[config.mk]
export PLATFORM = sky130hd
export DESIGN_NAME = rce_calc
export DESIGN_NICKNAME = d
export VERILOG_FILES = /design/src/rtl/core/rce_pkg.sv /design/src/rtl/core/rce_calc.sv
export SDC_FILE = /design/constraint.sdc
export NUM_CORES = 1
export LEC_CHECK = 0
export BUFFER_PORTS_ARGS = -buffer_cell sky130_fd_sc_hd__buf_2
export CAP_MARGIN = 25
export CORE_MARGIN = 2
export CORE_UTILIZATION = 61
export CTS_BUF_LIST = sky130_fd_sc_hd__clkbuf_8
export CTS_CLUSTER_DIAMETER = 40
export DETAILED_ROUTE_END_ITERATION = 7
export PLACE_DENSITY = 0.93
export SLEW_MARGIN = 20
export SYNTH_ARGS = -nofsm -noshare
export SYNTH_HDL_FRONTEND = slang
export SYNTH_SLANG_ARGS = --single-unit
[constraint.sdc]
create_clock -name clock -period 9 [get_ports clock]
set_input_delay 2.25 -clock clock [delete_from_list [all_inputs] [get_ports clock]]
set_output_delay 2.25 -clock clock [all_outputs]
set_load 0.005 [all_outputs]
[src/rtl/core/rce_pkg.sv]
// Shared constants and types of the 3x3 RGB convolution core.
package rce_pkg;
   localparam int MAX_DIM_DEFAULT = 1024;
   localparam int PIX_W = 24;
   localparam int CHAN_W = 8;
   localparam int CSR_IDX_W = 3;
   localparam int CSR_DATA_W = 24;
   localparam int SUM_W = 20;
   localparam int DIV_STEPS = SUM_W;

   localparam logic [CSR_IDX_W-1:0] CSR_IMAGE_DIM = 3'd0;
   localparam logic [CSR_IDX_W-1:0] CSR_ROW_TOP   = 3'd1;
   localparam logic [CSR_IDX_W-1:0] CSR_ROW_MID   = 3'd2;
   localparam logic [CSR_IDX_W-1:0] CSR_ROW_BOT   = 3'd3;
   localparam logic [CSR_IDX_W-1:0] CSR_SCALE     = 3'd4;
   localparam logic [CSR_IDX_W-1:0] CSR_FILTER    = 3'd5;

   typedef struct packed {
      logic [71:0] kernel;
      logic [7:0]  scale;
      logic        filter;
   } cfg_type;

   typedef struct packed {
      logic        start;
      logic [PIX_W*9-1:0] window;
   } calc_req_type;

   typedef struct packed {
      logic        done;
      logic [PIX_W-1:0] pixel;
   } calc_rsp_type;
endpackage

[src/rtl/core/rce_calc.sv]
// Window arithmetic: weighted sums, extremum rejection, division and clamping.
module rce_calc (
   input  logic                   clock,
   input  logic                   reset,
   input  rce_pkg::cfg_type       cfg,
   input  rce_pkg::calc_req_type  req,
   output rce_pkg::calc_rsp_type  rsp
);
   localparam int SW = rce_pkg::SUM_W;
   localparam logic [2:0] S_IDLE = 3'd0;
   localparam logic [2:0] S_MAC  = 3'd1;
   localparam logic [2:0] S_SUB  = 3'd2;
   localparam logic [2:0] S_DIV  = 3'd3;
   localparam logic [2:0] S_OUT  = 3'd4;

   logic [2:0] state_ff, state_in;
   logic [3:0] idx_ff, idx_in;
   logic [4:0] step_ff, step_in;
   logic [1:0] ch_ff, ch_in;
   logic [rce_pkg::PIX_W*9-1:0] win_ff, win_in;
   logic signed [SW-1:0] sum_ff [3];
   logic signed [SW-1:0] sum_in [3];
   logic [9:0] lo_ff, lo_in, hi_ff, hi_in;
   logic [rce_pkg::PIX_W-1:0] lopx_ff, lopx_in, hipx_ff, hipx_in;
   logic [SW-1:0] quo_ff, quo_in;
   logic [8:0] rem_ff, rem_in;
   logic neg_ff, neg_in;
   logic [rce_pkg::PIX_W-1:0] res_ff, res_in;
   logic done_ff, done_in;

   logic [rce_pkg::PIX_W-1:0] px;
   logic signed [7:0] wt;
   logic [9:0] inten;
   logic [7:0] scl;
   logic [8:0] trial;
   logic [SW-1:0] mag;
   logic [SW-1:0] sval;
   logic signed [SW-1:0] sq;

   always_comb begin
      state_in = state_ff;
      idx_in = idx_ff;
      step_in = step_ff;
      ch_in = ch_ff;
      win_in = win_ff;
      sum_in = sum_ff;
      lo_in = lo_ff;
      hi_in = hi_ff;
      lopx_in = lopx_ff;
      hipx_in = hipx_ff;
      quo_in = quo_ff;
      rem_in = rem_ff;
      neg_in = neg_ff;
      res_in = res_ff;
      done_in = 1'b0;
      px = win_ff[idx_ff*rce_pkg::PIX_W +: rce_pkg::PIX_W];
      wt = $signed(cfg.kernel[idx_ff*8 +: 8]);
      inten = {2'b0, px[7:0]} + {2'b0, px[15:8]} + {2'b0, px[23:16]};
      scl = (cfg.scale == 8'd0) ? 8'd1 : cfg.scale;
      sval = sum_ff[ch_ff];
      mag = sval[SW-1] ? SW'(-sval) : sval;
      trial = {rem_ff[7:0], quo_ff[SW-1]};
      sq = neg_ff ? SW'(-$signed(quo_ff)) : $signed(quo_ff);
      case (state_ff)
         S_IDLE: begin
            if (req.start) begin
               win_in = req.window;
               idx_in = 4'd0;
               for (int k = 0; k < 3; k++) sum_in[k] = '0;
               lo_in = 10'd766;
               hi_in = 10'h3FF;
               state_in = S_MAC;
            end
         end
         S_MAC: begin
            for (int k = 0; k < 3; k++)
               sum_in[k] = sum_ff[k] + SW'($signed({1'b0, px[k*8 +: 8]}) * wt);
            if (inten <= lo_ff) begin
               lo_in = inten;
               lopx_in = px;
            end
            if (hi_ff == 10'h3FF || inten > hi_ff) begin
               hi_in = inten;
               hipx_in = px;
            end
            if (idx_ff == 4'd8) state_in = S_SUB;
            else idx_in = idx_ff + 4'd1;
         end
         S_SUB: begin
            if (cfg.filter)
               for (int k = 0; k < 3; k++)
                  sum_in[k] = sum_ff[k] - SW'({1'b0, lopx_ff[k*8 +: 8]})
                              - SW'({1'b0, hipx_ff[k*8 +: 8]});
            ch_in = 2'd0;
            step_in = '0;
            state_in = S_DIV;
         end
         S_DIV: begin
            if (step_ff == 5'd0) begin
               quo_in = mag;
               rem_in = '0;
               neg_in = sval[SW-1];
               step_in = 5'd1;
            end else if (step_ff <= 5'(rce_pkg::DIV_STEPS)) begin
               if (trial >= {1'b0, scl}) begin
                  rem_in = trial - {1'b0, scl};
                  quo_in = {quo_ff[SW-2:0], 1'b1};
               end else begin
                  rem_in = trial;
                  quo_in = {quo_ff[SW-2:0], 1'b0};
               end
               step_in = step_ff + 5'd1;
            end else begin
               res_in[ch_ff*8 +: 8] = (sq < 0) ? 8'd0 :
                  (sq > SW'(255)) ? 8'd255 : sq[7:0];
               step_in = '0;
               if (ch_ff == 2'd2) state_in = S_OUT;
               else ch_in = ch_ff + 2'd1;
            end
         end
         S_OUT: begin
            done_in = 1'b1;
            state_in = S_IDLE;
         end
         default: state_in = S_IDLE;
      endcase
   end

   always_ff @(posedge clock) begin
      if (reset) begin
         state_ff <= S_IDLE;
         done_ff <= 1'b0;
      end else begin
         state_ff <= state_in;
         done_ff <= done_in;
      end
      idx_ff <= idx_in;
      step_ff <= step_in;
      ch_ff <= ch_in;
      win_ff <= win_in;
      sum_ff <= sum_in;
      lo_ff <= lo_in;
      hi_ff <= hi_in;
      lopx_ff <= lopx_in;
      hipx_ff <= hipx_in;
      quo_ff <= quo_in;
      rem_ff <= rem_in;
      neg_ff <= neg_in;
      res_ff <= res_in;
   end

   assign rsp.done = done_ff;
   assign rsp.pixel = res_ff;
endmodule

-- Yosys cells after proc, flatten, opt, wreduce, memory -nomap -nowiden
Index checks and enable logic that the tools add are counted.
- input bits: 300
- word-level logic and storage cells: 130
- register bits: 412
- $add $sub $neg: 18
- bitwise gates (word level): 3
- reduce and logical (&&, ||, !) cells: 20
- multiplexer cells: 40
- $mul: 4
- shift-type cells: 4
- $lt $le $gt $ge: 7
- equal/unequal tests: 17
- operator list (cell ; count):
    $shiftx A216 B10 Y24 ; 1
    $pmux W60 S3 ; 1
    $mux W20 ; 6
    $mux W60 ; 2
    $sub A20 B8 Y20 ; 6
    $shiftx A72 B8 Y8 ; 1
    $add A20 B17 Y20 ; 3
    $mul A9 B8 Y17 ; 3
    $bmux W20 S2 ; 1
    $mux W10 ; 4
    $mux W8 ; 5
    $neg A20 Y20 ; 2
    $pmux W10 S2 ; 2
    $neg A5 Y34 ; 1
    $shift A8 B34 Y24 const A ; 1
    $shiftx A8 B34 Y24 ; 1
    $bwmux W24 ; 1
    $gt A20 B9 Y1 const B ; 1
    $lt A20 B1 Y1 const B ; 1
    $ne A2 B2 Y1 const B ; 10
    $mux W3 ; 5
    $reduce_and A3 Y1 ; 5
    $pmux W3 S4 ; 1
    $add A9 B8 Y10 ; 1
    35 further kinds ; 48

-- Logic depth before layout (Yosys ltp)
Gate-level depths: netlist (run 1).
- depth after elaboration: 8
- mapped depth: 25
- depth with buffers taken out: 22

-- Worst setup path before layout (run 1)
Ideal clock, no wire load.
- path kind: input-to-reg
- start: in cfg[32] in the netlist's numbering
- end: reg sum_ff[38] in the netlist's numbering (data pin)
- setup slack: 0.508 ns
- buffers on the path: 1
- data arrival time: 8.220 ns
- cell stages on the path: 19
- cells stage by stage: mux4_2 -> mux2i_1 -> o21ai_1 -> clkbuf_1 -> nand2_1 -> fa_1 -> fa_1 -> fa_1 -> fa_1 -> inv_1 -> fa_1 -> ha_1 -> o21ai_0 -> o21ai_1 -> a31o_2 -> or4_1 -> a31oi_1 -> xor2_1 -> o22ai_1
- longest elaborated chain between the ends: 4
- RTL lines (item ; RTL line ; RTL):
    start: declaration ; rce_calc.sv:5 ; input rce_pkg::cfg_type cfg,
    $shiftx A72 B8 Y8 ; rce_calc.sv:57 ; wt = $signed(cfg.kernel[idx_ff*8 +: 8]);
    $mul A9 B8 Y17 ; rce_calc.sv:77 ; sum_in[k] = sum_ff[k] + SW'($signed({1'b0, px[k*8 +: 8]}) * wt);
    $add A20 B17 Y20 ; rce_calc.sv:77 ;
    $pmux W60 S3 ; rce_calc.sv:64 ; case (state_ff)
    end signal: assignment ; rce_calc.sv:141 ; sum_ff <= sum_in;
    end: declaration ; rce_calc.sv:21 ; logic signed [SW-1:0] sum_ff [3];
Every way passes these cells.
A chain may end at the register's enable or synchronous reset.

-- Worst setup path after layout (run 1)
- start: reg idx_ff[0]
- end: reg sum_ff[38] in the netlist's numbering (data pin)
- longest elaborated chain between the ends: 5
- elaborated cells on any way between the ends: 6
- classes of those cells: add/sub: 1; mul: 2; shift: 2; mux: 1
- RTL lines (item ; RTL line ; RTL):
    start: declaration ; rce_calc.sv:17 ; logic [3:0] idx_ff, idx_in;
    start signal: assignment ; rce_calc.sv:137 ; idx_ff <= idx_in;
    $mul A4 B2 Y6 ; rce_calc.sv:56 ; px = win_ff[idx_ff*rce_pkg::PIX_W +: rce_pkg::PIX_W];
    $shiftx A216 B10 Y24 ; rce_calc.sv:56 ;
    $mul A9 B8 Y17 * ; rce_calc.sv:77 ;
    $add A20 B17 Y20 * ; rce_calc.sv:77 ;
    $pmux W60 S3 * ; rce_calc.sv:64 ;
Every way passes the cells marked *; elsewhere a longest branch is shown, timed or not.

==> results of run 1 <==
==> metrics by stage <==
step / cells / hold slack, ns / area, µm² / util [%]
floorplan: 2590 / 0.533 / 29700 / -
global placement: 3496 / 0.576 / 32300 / 67.4
detailed placement: 3498 / 0.612 / 32300 / 67.4
CTS: 3632 / 0.625 / 33900 / 70.8
global route: 3653 / 0.648 / 34000 / 70.9
finish: 3656 / 0.615 / 34000 / 71.0
==> per-layer routing <==
metal / vias up / global-route usage (%)
met5: - / 0
met4: 4 / 26.8
met3: 775 / 10.5
met2: 2348 / 59.1
met1: 11400 / 41.5
li1: 9883 / -
==> final cells by class <==
cell class	count	share of cell area, %
tap	615	2.26
timing repair buffer	382	6.22
multi-input combinational	1722	46.3
antenna	22	0.162
inverter	369	4.09
clock inverter	56	1.58
sequential	412	36.2
clock buffer	78	3.16
==> sequential cells by signal (all words and copies together) (netlist names) <==
name,flops
idx_ff,4
win_ff,216
rem_ff,8
hi_ff,10
lo_ff,10
state_ff,3
ch_ff,2
lopx_ff,24
quo_ff,20
done_ff,1
step_ff,5
neg_ff,1
sum_ff,60
res_ff,24
hipx_ff,24
==> final timing paths <==
path / cells past startpoint / to / slack [ns]
hold / removal: 2 / rem_ff[3]$_SDFFCE_PN0P_ / 0.61
hold reg to reg: 2 / rem_ff[3]$_SDFFCE_PN0P_ / 0.61
setup / recovery: 22 / sum_ff[38]$_SDFFCE_PP0P_ / 0.35
setup reg to reg: 22 / sum_ff[38]$_SDFFCE_PP0P_ / 0.35
==> worst reg2reg max path: stages (launching register included) <==
cell      delay (ns)
edfxtp_1        1.07
buf_12          0.29
mux4_2          0.55
mux2i_1         0.33
nor2_1          0.10
a21oi_1         0.80
nor2_1          0.21
fa_1            0.58
inv_1           0.06
fa_1            0.50
inv_1           0.05
ha_1            0.36
fa_1            0.55
ha_1            0.33
ha_1            0.24
fa_1            0.49
a211oi_1        0.41
o21ai_1         0.21
a31o_2          0.32
or4_1           0.41
a31oi_1         0.21
xor2_1          0.16
o22ai_1         0.10
==> synth_stat cells (9+ instances only) <==
cell      count  share of area (%)
and3_1       10               0.21
o22ai_1      46               0.97
or2_2        24               0.50
xor2_1       46                1.4
edfxtp_1    408                 41
nand4_1      11               0.23
o21a_1       20               0.50
o21ai_0      76                1.3
nand3_1      15               0.25
or4_1        11               0.28
buf_1        17               0.21
inv_1       369                4.7
o21ai_1      20               0.34
and2_1       19               0.40
nor4_1       12               0.25
mux2i_1      59                2.0
fa_1        190                 13
clkbuf_1     60               0.76
ha_1        259                 11
a21oi_1     114                1.9
a31oi_1      19               0.40
nand2b_1     32               0.67
nor2_1      248                3.1
o211ai_1      9               0.23
nor2b_1      23               0.48
a211oi_1     20               0.50
nor3_1       40               0.67
xnor2_1      81                2.4
mux4_2       64                4.8
nand2_1     137                1.7
a21o_1       14               0.35
==> layout by cell type, fill, tap and decap left out, types with 64 or more instances in the layout <==
cell | Yosys | final
edfxtp_1 | 408 | 408
fa_1 | 190 | 190
ha_1 | 259 | 259
o21ai_0 | 76 | 76
nor2_1 | 248 | 246
xnor2_1 | 81 | 81
mux4_2 | 64 | 64
inv_1 | 369 | 385
a21oi_1 | 114 | 109
nand2_1 | 137 | 136
clkbuf_8 | 1 | 78
buf_2 | 6 | 324
==> cell families (layout without fill, tap and decap cells) <==
kind of cell | Yosys count | in the layout
and+or+nand+nor | 613 | 613
buffers and inverters | 456 | 885
adders and majority gates | 449 | 449
DFF | 412 | 412
AOI/OAI and AO/OA | 407 | 407
xor gates and xnor gates | 128 | 128
muxes | 125 | 125
other | 0 | 22
==> results.txt, run 1 <==
- For this design the top-level I/O count stands at 325.
- Family with the most delay on the worst path: adder cells
* Data required time at the worst endpoint: 9.38 ns
- Max-cap violations in this run came to 0.
- In this run the tightest slew margin relative to its limit is 21.0%.
- Each instance of the synthesized netlist takes up on average 11.5 µm².
- H-Tree Level Count: 3
- Overall routing resource usage: 36.5%
- In the detailed route, the total length drawn on met2 is 43,600 µm.
* Final WS setup: 0.355 ns
- Simple-Gate Fraction of Synth Area: 9.70%
- Routed WL per cell: 26.8 µm
- Number of buffers on the longest clock path: 3
* Storage cell area: 12,300 µm²
- The die covers 50,500 µm².
- TritonCTS clock tree: done
- Cells with a size suffix above 1 make up 19.9% of the layout.
- After clock tree synthesis, the clock-pin slew on the worst setup and hold paths is 0.07 ns.
* Post-detailed-route count of antenna-violating nets: 0
* Post-synthesis net count: 3,339
- Detailed-routing wirelength on met1: 30,200 µm
* Pins over their slew limit: 0
- For this run, the slowest stage of the critical path takes 1.07 ns.
- Number of buffers inserted to repair setup after CTS: 0
- During placement, the flow inserted port buffers numbering 324.
- Area occupied by multi-input gates: 15,700 µm²
- The number of hold buffers added after CTS was 0.
- Final critical path time including I/O delays and setup: 8.65 ns
- The die is 225 µm wide.
- The setup path with the least slack is of type reg2reg.
- Sequential share of the synthesized area: 41.5%
- Global-route congestion overflow total: 0
- Buffers inserted during clock tree synthesis total 77.
- HPWL after DPL: 62,800 µm
- DR vias: 24,400
* Setup crit start: idx_ff[0]$_SDFFCE_PN0P_
* Hold/Removal Path Class: reg2reg
- The Yosys step of the flow raised 0 warnings.
- Entering global routing, the biggest net connects 147 pins.
* Layout net count: 3,713
- The portion of synthesized area spent on multiplexers is 6.91%.
- Combinational family with the most area after synthesis: adder cells
- The critical path contains buffers and inverters numbering 3 combined.
- Number of antenna violations at the first check in global routing: 17
- Walking the worst path, the cells encountered are buf_12, mux4_2, mux2i_1, nor2_1, a21oi_1, nor2_1, fa_1, inv_1, fa_1, inv_1, ha_1, fa_1, ha_1, ha_1, fa_1, a211oi_1, o21ai_1, a31o_2, or4_1, a31oi_1, xor2_1, o22ai_1.
- The cell sitting at the root of the clock tree is a clkbuf_8.
- The synthesized design contains 408 enable-type register cells.
- Cts repair resizes: 0
* Final TNS setup: 0 ns
- Critical path's slowest cell: edfxtp_1
- Signal routing reaches up to met5.
* Initial cell density of the core: 62.0%
- The via count of the first global-routing pass came to 24,800.
- Die Y: 225 µm
- Startpoint of the most critical register-to-register path: idx_ff[0]$_SDFFCE_PN0P_
- Drt first-iter violations: 3,389
- In this run, distinct cell masters in the synthesized netlist total 78.
* Unrepaired setup endpoints after global routing: false
- Start point of the worst min-delay path: rem_ff[2]$_SDFFCE_PN0P_
- DP Worst Slack: 0.469 ns
- Clock latency on the worst-skew pair, taken at its later pin, is 0.72 ns.
* Synth Area in Adders: 23.7%
- Site Rows: 80
- In the synthesized netlist the async set-or-reset flop fraction comes to 0%.
* Area Growth Syn to Fin: 14.4%
* Highest clock rate: 0.116 GHz
- Max Fanout on Critical Path: 15
- Fin. Hold Viols: 0
* RD Place Congestion: 0.994
* Register bit total from synthesis: 412
- Of the total synthesized cell area, the portion taken by XOR and XNOR cells is 3.80%.
- The total area inside the core boundary comes to 47,900 µm².
- STA classifies the critical path startpoint as a register.
- Final setup violation count: 0
- In the synthesized netlist the dominant register cell turns out to be edfxtp_1.
- Compound-cell area share of the yosys netlist: 8.57%
* Synthesized netlist cell count: 2,590
- Average via count per standard cell: 6.68
- Global-route wire length before repair: 139,000 µm
* Data arrival time of the critical path: 9.02 ns
* DRC Markers: 0
- The most numerous cell type found on the critical path is fa_1.
- Element type at the critical path end: register
- Worst clock skew: 0.0592 ns
- Pre-Repair DR Iteration Count: 7
* Count of clock tree sinks: 412
* Status: complete, no violations
- Number of inserted filler cells in the final layout: 2,751
- At the pin with the least slew margin, the transition time is 1.18 ns.
* Final critical-path share of the clock period: 96.1%
- Routed length on met3: 13,300 µm
- Mapped cell area: 29,700 µm²
- Final wirelength: 97,900 µm
Power of run 1 is not shown: default switching activity piles up to over one toggle a cycle in this logic, so the estimate is an artifact.
==> inputs of run 2 (changes only) <==
--- a/config.mk
+++ b/config.mk
@@ -7,13 +7,12 @@
 export LEC_CHECK = 0
 export BUFFER_PORTS_ARGS = -buffer_cell sky130_fd_sc_hd__buf_2
 export CAP_MARGIN = 25
-export CORE_MARGIN = 2
-export CORE_UTILIZATION = 61
+export CORE_MARGIN = 1.5
+export CORE_UTILIZATION = 58
 export CTS_BUF_LIST = sky130_fd_sc_hd__clkbuf_8
 export CTS_CLUSTER_DIAMETER = 40
 export DETAILED_ROUTE_END_ITERATION = 7
-export PLACE_DENSITY = 0.93
-export SLEW_MARGIN = 20
+export PLACE_DENSITY = 0.9
 export SYNTH_ARGS = -nofsm -noshare
 export SYNTH_HDL_FRONTEND = slang
 export SYNTH_SLANG_ARGS = --single-unit
==> run 2 against run 1 <==
Compared with the run above:
- die area rose by 4.2%
- via count shrank 6.9%
- sequential cell count stayed put
- global-route usage down 3.7 points
- clock skew is 0.0082 ns lower
- routed wire length shrank 12%
- critical endpoint is now sum_ff[19]$_SDFFCE_PP0P_
==> results.txt, run 2 (synthesis gave the netlist of run 1 again) <==
* Global-route wire length before repair: 133,000 µm (-4.6%)
* Data required time at the worst endpoint: 9.41 ns (+0.03 ns)
- Worst-path clk slew: 0.06 ns (about the same)
- The count of clock tree sinks was 412 (unchanged).
* Final setup violation count: 0 (unchanged)
- The length of the first detailed-routing pass in iterations came to 8 (+1).
- The number of buffers inserted to repair setup after CTS came to 0 (unchanged).
- Number of global-route vias before repair: 23,700 (-4.6%)
- Number of antenna violations at the first check in global routing: 19 (+2)
* Worst clock skew: 0.0509 ns (-0.00823 ns)
- The worst relative slew slack is 22.9% (+1.9 points).
- Max Fanout on Critical Path: 15 (unchanged)
- Die Footprint: 52,600 µm² (+4.2%)
- The sum of overflow across all layers after global routing came to 0 (unchanged).
- The design area came to 34,000 µm² (about the same).
- The largest stage delay on the critical path came to 0.54 ns (-0.53 ns).
- Final TNS setup: 0 ns (unchanged)
- Critical path type: in2reg
* HPWL after DPL: 61,800 µm (-1.5%)
- The largest net degree at the start of global routing came to 134 (-8.8%).
* Final WS setup: 1.08 ns (+0.721 ns)
- Count of boundary I/O pins: 325 (unchanged)
* Dpl cell area: 32,400 µm² (+0.21%)
- # Max-Cap Violations: 0 (unchanged)
- The library cells used most frequently in the layout, excluding fill and tap cells, are edfxtp_1, inv_1, buf_2.
- Area Growth Syn to Fin: 14.4% (about the same)
* Drt first-iter violations: 2,711 (-20%)
- Uppermost layer routed: met5
- The library cell used most frequently in the layout, excluding fill and tap cells, is edfxtp_1.
- Cts repair resizes: 0 (unchanged)
- STA classifies the critical path endpoint as a register.
- The initial standard-cell utilization of the core was 59.0% (-3.0 points).
- The routed via count divided by cell count came to 6.13 (-8.4%).
* Crit start category: primary input
- Setup repair after global routing left no endpoint under its margin.
* TritonCTS clock tree: done
* DRC Markers: 0 (unchanged)
- Core area: 50,400 µm² (+5.1%)
- The wire length on met3 is 8750 µm (-34%).
- The number of nets in the finished design was 3,716 (+0.081%).
* H-Tree Level Count: 3 (unchanged)
* Final critical path time including I/O delays and setup: 7.92 ns (-0.721 ns)
- The clock latency reported for the late side of the worst-skew pair is 0.70 ns (-0.02 ns).
- Number of buffers on the longest clock path: 3 (unchanged)
- The largest registers in the layout are win_ff (216), sum_ff (60).
- The total wirelength of the detailed-routed design is 85,700 µm (-12%).
- Final core utilization: 67.5% (-3.4 points)
- The horizontal die dimension is 229 µm (+2.1%).
- Cells traversed along the worst timing path: buf_2, mux4_2, mux2i_1, nor2_1, a21oi_2, buf_4, buf_4, nor2_1, fa_1, inv_1, fa_1, fa_1, fa_1, inv_1, fa_1, ha_1, o21ai_0, nor2_1, o41ai_1, buf_4, o21ai_1, o31a_1, xnor2_1, o22ai_1
- The wire length per cell after detailed routing came to 23.1 µm (-14%).
- The overall track demand over capacity in global routing is 32.9% (-3.7 points).
- The number of hold-slack violations in the final timing report was 0 (unchanged).
* Critical path's slowest cell: fa_1
- The post-route met1 wirelength was 29,600 µm (-2.0%).
* Cell at the root of the clock tree: clkbuf_8
* Most flops, register: win_ff
- The standard-cell row count came to 82 (+2.5%).
* Share of post-route cells with drive strength above 1: 20.2% (+0.25 points)
- The number of max-slew violations in the final report came to 0 (unchanged).
- The number of flip-flops under the largest register name came to 216 (unchanged).
- Total length of routed met2 wires: 40,700 µm (-6.5%)
- Highest clock rate: 0.126 GHz (+9.1%)
- In this run the worst hold path is classified as reg2reg.
* RD Place Congestion: 0.983 (-1.1%)
- The number of buffers added by the clock tree synthesis step came to 78 (+1.3%).
* Post-detailed-route count of antenna-violating nets: 0 (unchanged)
- The worst setup slack before clock tree synthesis came to 0.485 ns (+0.0160 ns).
* Setup slack on the worst flop-to-flop path: 1.10 ns (+0.75 ns)
- Final critical-path share of the clock period: 88.1% (-8.0 points)
- Data arrival time of the critical path: 8.34 ns (-0.68 ns)
- The quantity of I/O buffers inserted on ports is 324 (unchanged).
* Die Y: 229 µm (+2.1%)
* Tightest Pin Transition: 1.16 ns (-0.0284 ns)
* Most frequent CP cell: fa_1
- DR vias: 22,700 (-6.9%)
* Post-cts hold buffer count: 0 (unchanged)
* Status: complete, no violations
-- run 2: cell count changes in the layout (fill, tap and decap cells not counted), sizes merged --
| cell | change |
|---|---|
| bufinv | -5 |
| clkinvlp | +2 |
| buf | +2 |
| diode | -7 |
| clkinv | +13 |
| clkbuf | +2 |
| inv | -7 |
-- run 2: final timing paths --
| check | from | end | cells after the start |
|---|---|---|---|
| setup / recovery | cfg[69] | sum_ff[19]$_SDFFCE_PP0P_ | 24 |
| hold / removal | rem_ff[2]$_SDFFCE_PN0P_ | rem_ff[3]$_SDFFCE_PN0P_ | 2 |
| setup reg to reg | idx_ff[0]$_SDFFCE_PN0P_ | sum_ff[58]$_SDFFCE_PP0P_ | 21 |
| hold reg to reg | rem_ff[2]$_SDFFCE_PN0P_ | rem_ff[3]$_SDFFCE_PN0P_ | 2 |
-- run 2: layout make-up --
type / count / area (µm²)
clock buffer: 80 / 1100
multi-input combinational: 1722 / 15700
clock inverter: 59 / 429
fill: 3290 / 16400
antenna: 15 / 37.5
tap: 672 / 841
inverter: 369 / 1390
timing repair buffer: 384 / 2140
sequential: 412 / 12300
-- run 2: critical path, delay by kind of cell --
family          cells  cell delay [ns]
compound gates      6             1.17
mux                 2             0.65
buf+inv             6             0.94
xor+xnor            1             0.14
simple gates        3             0.30
fa+ha+maj           6             2.86
-- run 2: metal layers --
layer  vias to the layer above  GRT usage [%]
met4                         2           22.0
li1                       9903              -
met3                       388           8.25
met1                     10900           38.1
met2                      1566           54.0
met5                         -              0
-- run 2: per-stage QoR --
step	hold WS (ns)	cells
2_1_floorplan	0.533	2590
3_3_place_gp	0.585	3554
3_5_place_dp	0.606	3556
4_1_cts	0.623	3695
5_1_grt	0.649	3712
6_report	0.617	3713
Power of run 2 is left out for the same reason.
